## src/rtl/tbdc_pkg.sv

```systemverilog
package tbdc_pkg;

  localparam int FACTOR_W = 9;
  localparam int WLIM_W   = 10;
  localparam int HOLD_W   = 10;
  localparam int CNT_W    = 16;
  localparam int STAT_W   = 4;

  localparam logic [STAT_W-1:0] ST_NONE       = 4'd0;
  localparam logic [STAT_W-1:0] ST_UP         = 4'd1;
  localparam logic [STAT_W-1:0] ST_DOWN       = 4'd2;
  localparam logic [STAT_W-1:0] ST_WAIT       = 4'd3;
  localparam logic [STAT_W-1:0] ST_TIMEOUT    = 4'd4;
  localparam logic [STAT_W-1:0] ST_SENSOR_ERR = 4'd5;
  localparam logic [STAT_W-1:0] ST_CAL        = 4'd6;
  localparam logic [STAT_W-1:0] ST_CAL_DONE   = 4'd7;
  localparam logic [STAT_W-1:0] ST_CAL_FAIL   = 4'd8;
  localparam logic [STAT_W-1:0] ST_HOLD       = 4'd9;

  localparam logic signed [CNT_W-1:0] CNT_MAX = 16'sh7fff;
  localparam logic signed [CNT_W-1:0] CNT_MIN = 16'sh8000;

  // register index, byte address is four times this
  typedef enum logic [1:0] {
    REG_FACTOR     = 2'd0,
    REG_WAIT_LIMIT = 2'd1,
    REG_HOLDOFF    = 2'd2
  } cfg_reg_t;

  // per-beat commands from the control stage to both sensor lanes
  typedef struct packed {
    logic clear;
    logic add;
    logic load;
  } lane_ctl_t;

  // result beat, status in the low bits
  typedef struct packed {
    logic signed [CNT_W-1:0] prev;
    logic signed [CNT_W-1:0] occ;
    logic [STAT_W-1:0]       status;
  } result_t;

endpackage

```

## src/rtl/tbdc_lane.sv

```systemverilog
module tbdc_lane #(
  parameter int ECHO_BITS   = 16,
  parameter int CAL_SAMPLES = 10
) (
  input  logic                            clk,
  input  logic                            rst_n,
  input  logic                            fire,
  input  tbdc_pkg::lane_ctl_t             ctl,
  input  logic [ECHO_BITS-1:0]            echo,
  input  logic [tbdc_pkg::FACTOR_W-1:0]   factor,
  output logic                            present
);
  import tbdc_pkg::*;

  localparam int SUM_W = ECHO_BITS + $clog2(CAL_SAMPLES + 1);
  localparam int LIM_W = SUM_W + FACTOR_W;

  logic [SUM_W-1:0] sum_r, sum_nxt;
  logic [LIM_W-1:0] limit_r, limit_nxt;
  logic [SUM_W-1:0] sum_add;
  logic [SUM_W-1:0] echo_mul;

  assign sum_add  = sum_r + SUM_W'(echo);
  assign echo_mul = SUM_W'(echo) * SUM_W'(CAL_SAMPLES);

  // echo * samples * 256 against sum * factor, both exact
  assign present = {1'b0, echo_mul, 8'd0} < limit_r;

  always_comb begin
    sum_nxt   = sum_r;
    limit_nxt = limit_r;
    if (ctl.clear) begin
      sum_nxt = '0;
    end else if (ctl.add) begin
      sum_nxt = sum_add;
    end else if (ctl.load) begin
      sum_nxt   = sum_add;
      limit_nxt = LIM_W'(sum_add) * LIM_W'(factor);
    end
  end

  always_ff @(posedge clk) begin
    if (!rst_n) begin
      sum_r   <= '0;
      limit_r <= '0;
    end else if (fire) begin
      sum_r   <= sum_nxt;
      limit_r <= limit_nxt;
    end
  end

endmodule

```

## src/rtl/tbdc_ctrl.sv

```systemverilog
module tbdc_ctrl #(
  parameter int CAL_SAMPLES = 10,
  parameter int WAIT_BITS   = 10
) (
  input  logic                          clk,
  input  logic                          rst_n,
  input  logic                          fire,
  input  logic                          op,
  input  logic                          ok_a,
  input  logic                          ok_b,
  input  logic                          pres_a,
  input  logic                          pres_b,
  input  logic [tbdc_pkg::WLIM_W-1:0]   wait_limit,
  input  logic [tbdc_pkg::HOLD_W-1:0]   holdoff_samples,
  output tbdc_pkg::lane_ctl_t           ctl,
  output tbdc_pkg::result_t             res
);
  import tbdc_pkg::*;

  localparam int IDX_W  = $clog2(CAL_SAMPLES + 1);
  localparam int WCMP_W = (WAIT_BITS > WLIM_W) ? WAIT_BITS : WLIM_W;

  localparam logic [1:0] MODE_IDLE   = 2'd0;
  localparam logic [1:0] MODE_WAIT_B = 2'd1;
  localparam logic [1:0] MODE_WAIT_A = 2'd2;
  localparam logic [1:0] MODE_HOLD   = 2'd3;

  logic [1:0]              mode_r, mode_nxt;
  logic [WAIT_BITS-1:0]    wait_r, wait_nxt;
  logic [HOLD_W-1:0]       hold_r, hold_nxt;
  logic [IDX_W-1:0]        idx_r, idx_nxt;
  logic                    cal_r, cal_nxt;
  logic signed [CNT_W-1:0] cnt_r, cnt_nxt;
  logic signed [CNT_W-1:0] prior_r, prior_nxt;
  logic [STAT_W-1:0]       status;
  logic                    sel_ok, sel_seen, dir_up;
  logic [WAIT_BITS-1:0]    wait_inc;
  logic [WCMP_W-1:0]       wait_lim_m;

  assign sel_ok     = (mode_r == MODE_WAIT_B) ? ok_b : ok_a;
  assign sel_seen   = (mode_r == MODE_WAIT_B) ? pres_b : pres_a;
  assign dir_up     = (mode_r == MODE_WAIT_A);
  assign wait_inc   = wait_r + 1'b1;
  assign wait_lim_m = WCMP_W'(wait_limit) & WCMP_W'((1 << WAIT_BITS) - 1);

  always_comb begin
    mode_nxt  = mode_r;
    wait_nxt  = wait_r;
    hold_nxt  = hold_r;
    idx_nxt   = idx_r;
    cal_nxt   = cal_r;
    cnt_nxt   = cnt_r;
    prior_nxt = prior_r;
    ctl       = '0;
    status    = ST_NONE;
    if (op) begin
      cnt_nxt   = '0;
      prior_nxt = '0;
      idx_nxt   = '0;
      cal_nxt   = 1'b1;
      mode_nxt  = MODE_IDLE;
      wait_nxt  = '0;
      hold_nxt  = '0;
      ctl.clear = 1'b1;
      status    = ST_CAL;
    end else if (cal_r) begin
      if (!ok_a || !ok_b) begin
        cal_nxt = 1'b0;
        status  = ST_CAL_FAIL;
      end else if (idx_r == IDX_W'(CAL_SAMPLES - 1)) begin
        idx_nxt  = idx_r + 1'b1;
        cal_nxt  = 1'b0;
        ctl.load = 1'b1;
        status   = ST_CAL_DONE;
      end else begin
        idx_nxt = idx_r + 1'b1;
        ctl.add = 1'b1;
        status  = ST_CAL;
      end
    end else begin
      unique case (mode_r)
        MODE_HOLD: begin
          hold_nxt = (hold_r != '0) ? hold_r - 1'b1 : hold_r;
          if (hold_nxt == '0) begin
            mode_nxt = MODE_IDLE;
          end
          status = ST_HOLD;
        end
        MODE_WAIT_A, MODE_WAIT_B: begin
          if (!sel_ok) begin
            mode_nxt = MODE_IDLE;
            status   = ST_SENSOR_ERR;
          end else if (sel_seen) begin
            prior_nxt = cnt_r;
            if (dir_up && cnt_r != CNT_MAX) begin
              cnt_nxt = cnt_r + 16'sd1;
            end else if (!dir_up && cnt_r != CNT_MIN) begin
              cnt_nxt = cnt_r - 16'sd1;
            end
            if (holdoff_samples != '0) begin
              hold_nxt = holdoff_samples;
              mode_nxt = MODE_HOLD;
            end else begin
              mode_nxt = MODE_IDLE;
            end
            status = dir_up ? ST_UP : ST_DOWN;
          end else begin
            wait_nxt = wait_inc;
            if (WCMP_W'(wait_inc) >= wait_lim_m) begin
              mode_nxt = MODE_IDLE;
              status   = ST_TIMEOUT;
            end else begin
              status = ST_WAIT;
            end
          end
        end
        MODE_IDLE: begin
          if (!ok_a || !ok_b) begin
            status = ST_SENSOR_ERR;
          end else if (pres_a) begin
            mode_nxt = MODE_WAIT_B;
            wait_nxt = '0;
            status   = ST_WAIT;
          end else if (pres_b) begin
            mode_nxt = MODE_WAIT_A;
            wait_nxt = '0;
            status   = ST_WAIT;
          end else begin
            prior_nxt = cnt_r;
            status    = ST_NONE;
          end
        end
        default: begin
          mode_nxt = MODE_IDLE;
        end
      endcase
    end
  end

  assign res.status = status;
  assign res.occ    = cnt_nxt;
  assign res.prev   = prior_nxt;

  always_ff @(posedge clk) begin
    if (!rst_n) begin
      mode_r  <= MODE_IDLE;
      wait_r  <= '0;
      hold_r  <= '0;
      idx_r   <= '0;
      cal_r   <= 1'b0;
      cnt_r   <= '0;
      prior_r <= '0;
    end else if (fire) begin
      mode_r  <= mode_nxt;
      wait_r  <= wait_nxt;
      hold_r  <= hold_nxt;
      idx_r   <= idx_nxt;
      cal_r   <= cal_nxt;
      cnt_r   <= cnt_nxt;
      prior_r <= prior_nxt;
    end
  end

  // holdoff is only entered with a nonzero count and left when it hits zero or on a start command
  a_hold_nonzero: assert property (@(posedge clk) disable iff (!rst_n)
    mode_r == MODE_HOLD |-> hold_r != '0)
    else $error("holdoff mode with zero counter");

  a_cal_idle: assert property (@(posedge clk) disable iff (!rst_n)
    cal_r |-> mode_r == MODE_IDLE)
    else $error("calibration running outside idle mode");

  a_cal_idx: assert property (@(posedge clk) disable iff (!rst_n)
    cal_r |-> idx_r < IDX_W'(CAL_SAMPLES))
    else $error("calibration index past sample count");

  a_cal_clear: assert property (@(posedge clk) disable iff (!rst_n)
    fire && op |=> cnt_r == '0 && prior_r == '0 && cal_r)
    else $error("start of calibration did not clear the count");

endmodule

```

## src/rtl/two_beam_direction_counter_core.sv

```systemverilog
// Two-beam direction counter. Each input beat carries one echo width and valid flag per
// sensor, or a start-calibration command (in_tuser). One result beat comes out per input beat,
// in the cycle after acceptance at the earliest, and a new beat is accepted every cycle while
// the skid entry is empty: the two sensor lanes compare against their limits and the control
// stage updates mode and count within that cycle, so the mode/count state loop sets the
// one-beat-per-cycle rate. A two-entry output buffer keeps in_tready high while one result
// waits on out_tready. Calibration sums the next CAL_SAMPLES valid pairs; an invalid pair
// aborts it. The limits are loaded with the threshold factor in force on the last calibration
// beat. Registers: threshold_factor at 0x0, wait_limit at 0x4, holdoff_samples at 0x8.
module two_beam_direction_counter_core #(
  parameter int CAL_SAMPLES = 10,
  parameter int ECHO_BITS   = 16,
  parameter int WAIT_BITS   = 10
) (
  input  logic                 clk,
  input  logic                 rst_n,
  input  logic                 in_tvalid,
  output logic                 in_tready,
  // echo_a_us, echo_a_ok, echo_b_us, echo_b_ok
  input  logic [((2*ECHO_BITS+2+7)/8)*8-1:0] in_tdata,
  // op
  input  logic [0:0]           in_tuser,
  output logic                 out_tvalid,
  input  logic                 out_tready,
  // status, occupancy, previous_occupancy
  output logic [39:0]          out_tdata,
  input  logic                 cfg_psel,
  input  logic                 cfg_penable,
  input  logic                 cfg_pwrite,
  input  logic [3:0]           cfg_paddr,
  input  logic [31:0]          cfg_pwdata,
  output logic [31:0]          cfg_prdata,
  output logic                 cfg_pready
);
  import tbdc_pkg::*;

  localparam int RES_W = $bits(result_t);

  logic [FACTOR_W-1:0] factor_r;
  logic [WLIM_W-1:0]   wait_lim_r;
  logic [HOLD_W-1:0]   holdoff_r;
  logic                cfg_wr;

  logic                 in_fire, out_fire;
  logic [ECHO_BITS-1:0] echo_a, echo_b;
  logic                 ok_a, ok_b, pres_a, pres_b;
  lane_ctl_t            ctl;
  result_t              res;

  logic    out_v_r, skid_v_r;
  result_t out_r, skid_r;

  // configuration
  assign cfg_pready = 1'b1;
  assign cfg_wr     = cfg_psel && cfg_penable && cfg_pwrite && cfg_pready;

  always_ff @(posedge clk) begin
    if (!rst_n) begin
      factor_r   <= FACTOR_W'(204);
      wait_lim_r <= WLIM_W'(25);
      holdoff_r  <= '0;
    end else if (cfg_wr) begin
      unique case (cfg_paddr[3:2])
        REG_FACTOR:     factor_r   <= cfg_pwdata[FACTOR_W-1:0];
        REG_WAIT_LIMIT: wait_lim_r <= cfg_pwdata[WLIM_W-1:0];
        REG_HOLDOFF:    holdoff_r  <= cfg_pwdata[HOLD_W-1:0];
        default: begin
        end
      endcase
    end
  end

  always_comb begin
    unique case (cfg_paddr[3:2])
      REG_FACTOR:     cfg_prdata = 32'(factor_r);
      REG_WAIT_LIMIT: cfg_prdata = 32'(wait_lim_r);
      REG_HOLDOFF:    cfg_prdata = 32'(holdoff_r);
      default:        cfg_prdata = '0;
    endcase
  end

  // input beat unpacking
  assign echo_a = in_tdata[ECHO_BITS-1:0];
  assign ok_a   = in_tdata[ECHO_BITS];
  assign echo_b = in_tdata[2*ECHO_BITS:ECHO_BITS+1];
  assign ok_b   = in_tdata[2*ECHO_BITS+1];

  assign in_tready = !skid_v_r;
  assign in_fire   = in_tvalid && in_tready;
  assign out_fire  = out_v_r && out_tready;

  tbdc_lane #(
    .ECHO_BITS   (ECHO_BITS),
    .CAL_SAMPLES (CAL_SAMPLES)
  ) u_lane_a (
    .clk     (clk),
    .rst_n   (rst_n),
    .fire    (in_fire),
    .ctl     (ctl),
    .echo    (echo_a),
    .factor  (factor_r),
    .present (pres_a)
  );

  tbdc_lane #(
    .ECHO_BITS   (ECHO_BITS),
    .CAL_SAMPLES (CAL_SAMPLES)
  ) u_lane_b (
    .clk     (clk),
    .rst_n   (rst_n),
    .fire    (in_fire),
    .ctl     (ctl),
    .echo    (echo_b),
    .factor  (factor_r),
    .present (pres_b)
  );

  tbdc_ctrl #(
    .CAL_SAMPLES (CAL_SAMPLES),
    .WAIT_BITS   (WAIT_BITS)
  ) u_ctrl (
    .clk             (clk),
    .rst_n           (rst_n),
    .fire            (in_fire),
    .op              (in_tuser[0]),
    .ok_a            (ok_a),
    .ok_b            (ok_b),
    .pres_a          (pres_a),
    .pres_b          (pres_b),
    .wait_limit      (wait_lim_r),
    .holdoff_samples (holdoff_r),
    .ctl             (ctl),
    .res             (res)
  );

  // output register plus skid entry
  always_ff @(posedge clk) begin
    if (!rst_n) begin
      out_v_r  <= 1'b0;
      skid_v_r <= 1'b0;
    end else if (skid_v_r) begin
      if (out_fire) begin
        skid_v_r <= 1'b0;
      end
    end else if (in_fire) begin
      if (out_v_r && !out_fire) begin
        skid_v_r <= 1'b1;
      end else begin
        out_v_r <= 1'b1;
      end
    end else if (out_fire) begin
      out_v_r <= 1'b0;
    end
  end

  always_ff @(posedge clk) begin
    if (skid_v_r) begin
      if (out_fire) begin
        out_r <= skid_r;
      end
    end else if (in_fire) begin
      if (out_v_r && !out_fire) begin
        skid_r <= res;
      end else begin
        out_r <= res;
      end
    end
  end

  assign out_tvalid = out_v_r;
  assign out_tdata  = {(40 - RES_W)'(0), out_r};

  a_skid_implies_out: assert property (@(posedge clk) disable iff (!rst_n)
    skid_v_r |-> out_v_r)
    else $error("skid entry held with empty output register");

  a_no_accept_full: assert property (@(posedge clk) disable iff (!rst_n)
    skid_v_r |-> !in_tready)
    else $error("input accepted with both buffer entries full");

  a_skid_drains: assert property (@(posedge clk) disable iff (!rst_n)
    skid_v_r && out_fire |=> out_v_r && !skid_v_r)
    else $error("skid entry lost on output beat");

endmodule

```

## config.mk

```make
export PLATFORM = sky130hd
export DESIGN_NAME = two_beam_direction_counter_core
export DESIGN_NICKNAME = d
export VERILOG_FILES = /design/src/rtl/tbdc_pkg.sv /design/src/rtl/tbdc_lane.sv /design/src/rtl/tbdc_ctrl.sv /design/src/rtl/two_beam_direction_counter_core.sv
export SDC_FILE = /design/constraint.sdc
export NUM_CORES = 2
export LEC_CHECK = 0
export BUFFER_PORTS_ARGS = -buffer_cell sky130_fd_sc_hd__buf_2
export CAP_MARGIN = 20
export CORE_MARGIN = 1
export CORE_UTILIZATION = 40
export DETAILED_ROUTE_END_ITERATION = 6
export PLACE_DENSITY = 0.63
export SYNTH_ARGS = -nofsm -noshare
export SYNTH_HDL_FRONTEND = slang
export SYNTH_SLANG_ARGS = --single-unit
```

## constraint.sdc

```tcl
create_clock -name clk -period 13.51 [get_ports clk]
set_input_delay 2.702 -clock clk [delete_from_list [all_inputs] [get_ports clk]]
set_output_delay 2.702 -clock clk [all_outputs]
set_load 0.01 [all_outputs]
```

==> run metrics <==
Pleak 0.01302 uW; placed cell area ~28000 um2; routability congestion estimate from global placement ~0.9; TritonCTS clock tree built; row count between 90 and 100; global-route wire length before repair 106500 um; clk slew on worst S/H paths ~0.06 ns; largest net degree at the start of global routing 58; clk_skew 0.03045 ns; synth-to-layout area growth 8.325%; async set-reset flop share out of synthesis 0; crit path DAT 10.41 ns; Max-cap violations 0; Cell Area, Synth about 27000 um2; die height ~260 um; Resized cells post-CTS 0; final hold slack approximately 0.44 ns; initial core utilization 0.4076; DR vias/cell approximately 5.3; Inserted Clock Buffers 30; clock tree buffer depth 3; clk_lat worst skew about 0.60 ns; initial antenna violation count 0; core area about 66000 um2; fmax around 0.1 GHz; crit start category primary input; met3 WL 3135 um; FF+latch count, synth 260; number of synthesized flops with an enable pin 72; vias 21260; Final nets roughly 3700; Slew Viols, Final 0; most frequent cells in the layout inv_1 (354), nand2_1 (337), fa_1 (258); Power Density 100.7 nW/um2; setup TNS 0 ns; DR WL met2 29920 um; global router's overall resource usage 0.1896; Ant. Diodes 0; WS Path Type in2reg; warnings from Yosys 0; VDD IR-drop max ~0.095 mV; commonest non-fill, non-tap cell in the layout inv_1; crit end category register; clock tree sinks 260; PortBufs slightly above 100; CP required 13.95 ns; gr ovfl total 0; fin crit period approximately 10 ns; status finished, final reports clean; final instance area 29290 um2; CTS H-tree lvls 1; Routed Antenna Nets 0; top-area cell type share of the netlist area 0.1910; Final setup viols 0; post-synth cell types 96; max layer used met4; post-CTS setup buffers 0; router iterations before antenna repair 5; die width 262.0 um; Slew Limit Headroom 0.2468; Syn Inst Count 3084; average instance area after synthesis roughly 8.8 um2; final hold vios 0; CTS root buf clkbuf_16; Wirelength per Cell 16.24 um; share of cells above drive strength 1 0.08118; Synth area leaders fa_1 (19%), dfxtp_1 (14%), ha_1 (11%); vias in the first global route roughly 21000; HPWL after detailed placement just under 50000 um; Reg2Reg Depth 27; DRC 0; Final WS setup approximately 3.5 ns; die area about 69000 um2; I/O pin cnt between 150 and 200; # hold bufs at CTS 0; Synth Flop Type dfxtp_1; WL final roughly 65000 um; hold depth 2; WL met1 approximately 31000 um; sequential fraction of the synthesis area 0.2192; fin crit share 0.7381; Worst-Margin Slew roughly 1.1 ns; min-delay worst type reg2reg; worst slack, placed between 2 and 3 ns; # fillers between 6000 and 7000; RSZ-0062 raised after global routing false; CP Max Fanout 9; most area-hungry cell type in the Yosys netlist fa_1; DR iter-0 viols between 1000 and 1500
[through the flow]
| step | util | power, uW | instances |
|---|---|---|---|
| 2_1_floorplan | - | 1832 | 3109 |
| 3_3_place_gp | 0.4256 | 2105 | 3943 |
| 3_5_place_dp | 0.4256 | 2110 | 3943 |
| 4_1_cts | 0.4409 | 2972 | 3999 |
| 5_1_grt | 0.4415 | 3186 | 4005 |
| 6_report | 0.4415 | 2949 | 4005 |
[power by group]
part           total (uW)  internal (uW)  switching, uW
clock                 847            496            352
combinational        1270            531            743
sequential            828            818           9.96
[critical path, stage by stage]
cell      delay [ns]
buf_2           0.12
ha_1            0.17
inv_1           0.05
fa_1            0.39
nor2b_1         0.11
o21ai_0         0.10
a21boi_0        0.45
o21ai_0         0.27
a211oi_1        0.44
o21ai_1         0.26
xnor2_1         0.61
nand2_1         0.17
fa_1            0.57
inv_1           0.06
fa_1            0.48
fa_1            0.56
inv_1           0.05
fa_1            0.48
inv_1           0.04
ha_1            0.32
and3_1          0.24
a221o_1         0.37
a21oi_1         0.17
a21bo_2         0.28
a311o_1         0.39
o31ai_1         0.25
xor2_1          0.19
o21ai_0         0.09
[cell families after synthesis]
logic type / share of synthesized area
and+or+nand+nor: 0.1811
muxes: 0.01740
other: 0.0002778
buffers and inverters: 0.07761
AOI/OAI and AO/OA: 0.1630
DFF: 0.2192
xor gates and xnor gates: 0.03693
adders and majority gates: 0.3044
[metal layers]
metal	up-vias	global-route usage
li1	10460	-
met2	447	0.3132
met3	55	0.02566
met1	10300	0.2670
met4	0	0.03195
met5	-	0
[cell usage after synthesis (8+ instances only)]
cell type and n:
inv_1 355, nand2_1 338, fa_1 258, ha_1 245, and2_1 205, dfxtp_1 188, a21oi_1 176, nor2_1 166
o21ai_0 125, clkbuf_1 108, xnor2_1 80, edfxtp_1 72, nand3_1 61, nor2b_1 49, nor3_1 49, a21o_1 43
xor2_1 34, buf_4 33, a31oi_1 31, a22o_1 29, mux2i_1 29, o21a_1 25, a22oi_1 24, a32o_1 23
a211oi_1 22, and3_1 22, nand2b_1 22, or3_1 22, o31ai_1 17, mux2_2 16, nor4_1 13, o211ai_1 12
buf_1 11, buf_2 11, o21bai_1 11, o41ai_1 10, or2_2 9, a31o_2 8, nand4_1 8
[sequential cells by signal, summed over array words and instances, names as in the netlist]
register	cells
u_ctrl.hold_r	10
u_lane_a.sum_r	20
skid_v_r	1
u_lane_b.sum_r	20
u_lane_a.limit_r	29
out_tdata	36
out_tvalid	1
u_ctrl.cnt_r	16
u_ctrl.mode_r	2
skid_r	36
holdoff_r	10
u_ctrl.idx_r	4
u_ctrl.prior_r	16
u_lane_b.limit_r	29
wait_lim_r	10
u_ctrl.wait_r	10
factor_r	9
u_ctrl.cal_r	1
[final timing paths]
kind | start | slack [ns] | to
max | in_tdata[0] | 3.54 | u_lane_a.limit_r[27]$_SDFFE_PN0P_
min reg2reg | u_lane_a.limit_r[8]$_SDFFE_PN0P_ | 0.44 | u_lane_a.limit_r[8]$_SDFFE_PN0P_
min | u_lane_a.limit_r[8]$_SDFFE_PN0P_ | 0.44 | u_lane_a.limit_r[8]$_SDFFE_PN0P_
max reg2reg | u_lane_a.sum_r[0]$_SDFFE_PN0P_ | 5.46 | u_lane_a.limit_r[27]$_SDFFE_PN0P_
[area by class of cell]
class | instances | area, um2 | area share
clock buffers | 41 | 802.0 | 0.02738
clock inverters | 15 | 214.0 | 0.007306
inverters | 355 | 1335 | 0.04558
multi-input cells | 2329 | 19130 | 0.6531
flip-flops and latches | 260 | 5926 | 0.2023
well taps | 864 | 1081 | 0.03691
repair buffers | 141 | 803.3 | 0.02743
Power figures use the tool's default switching activity.
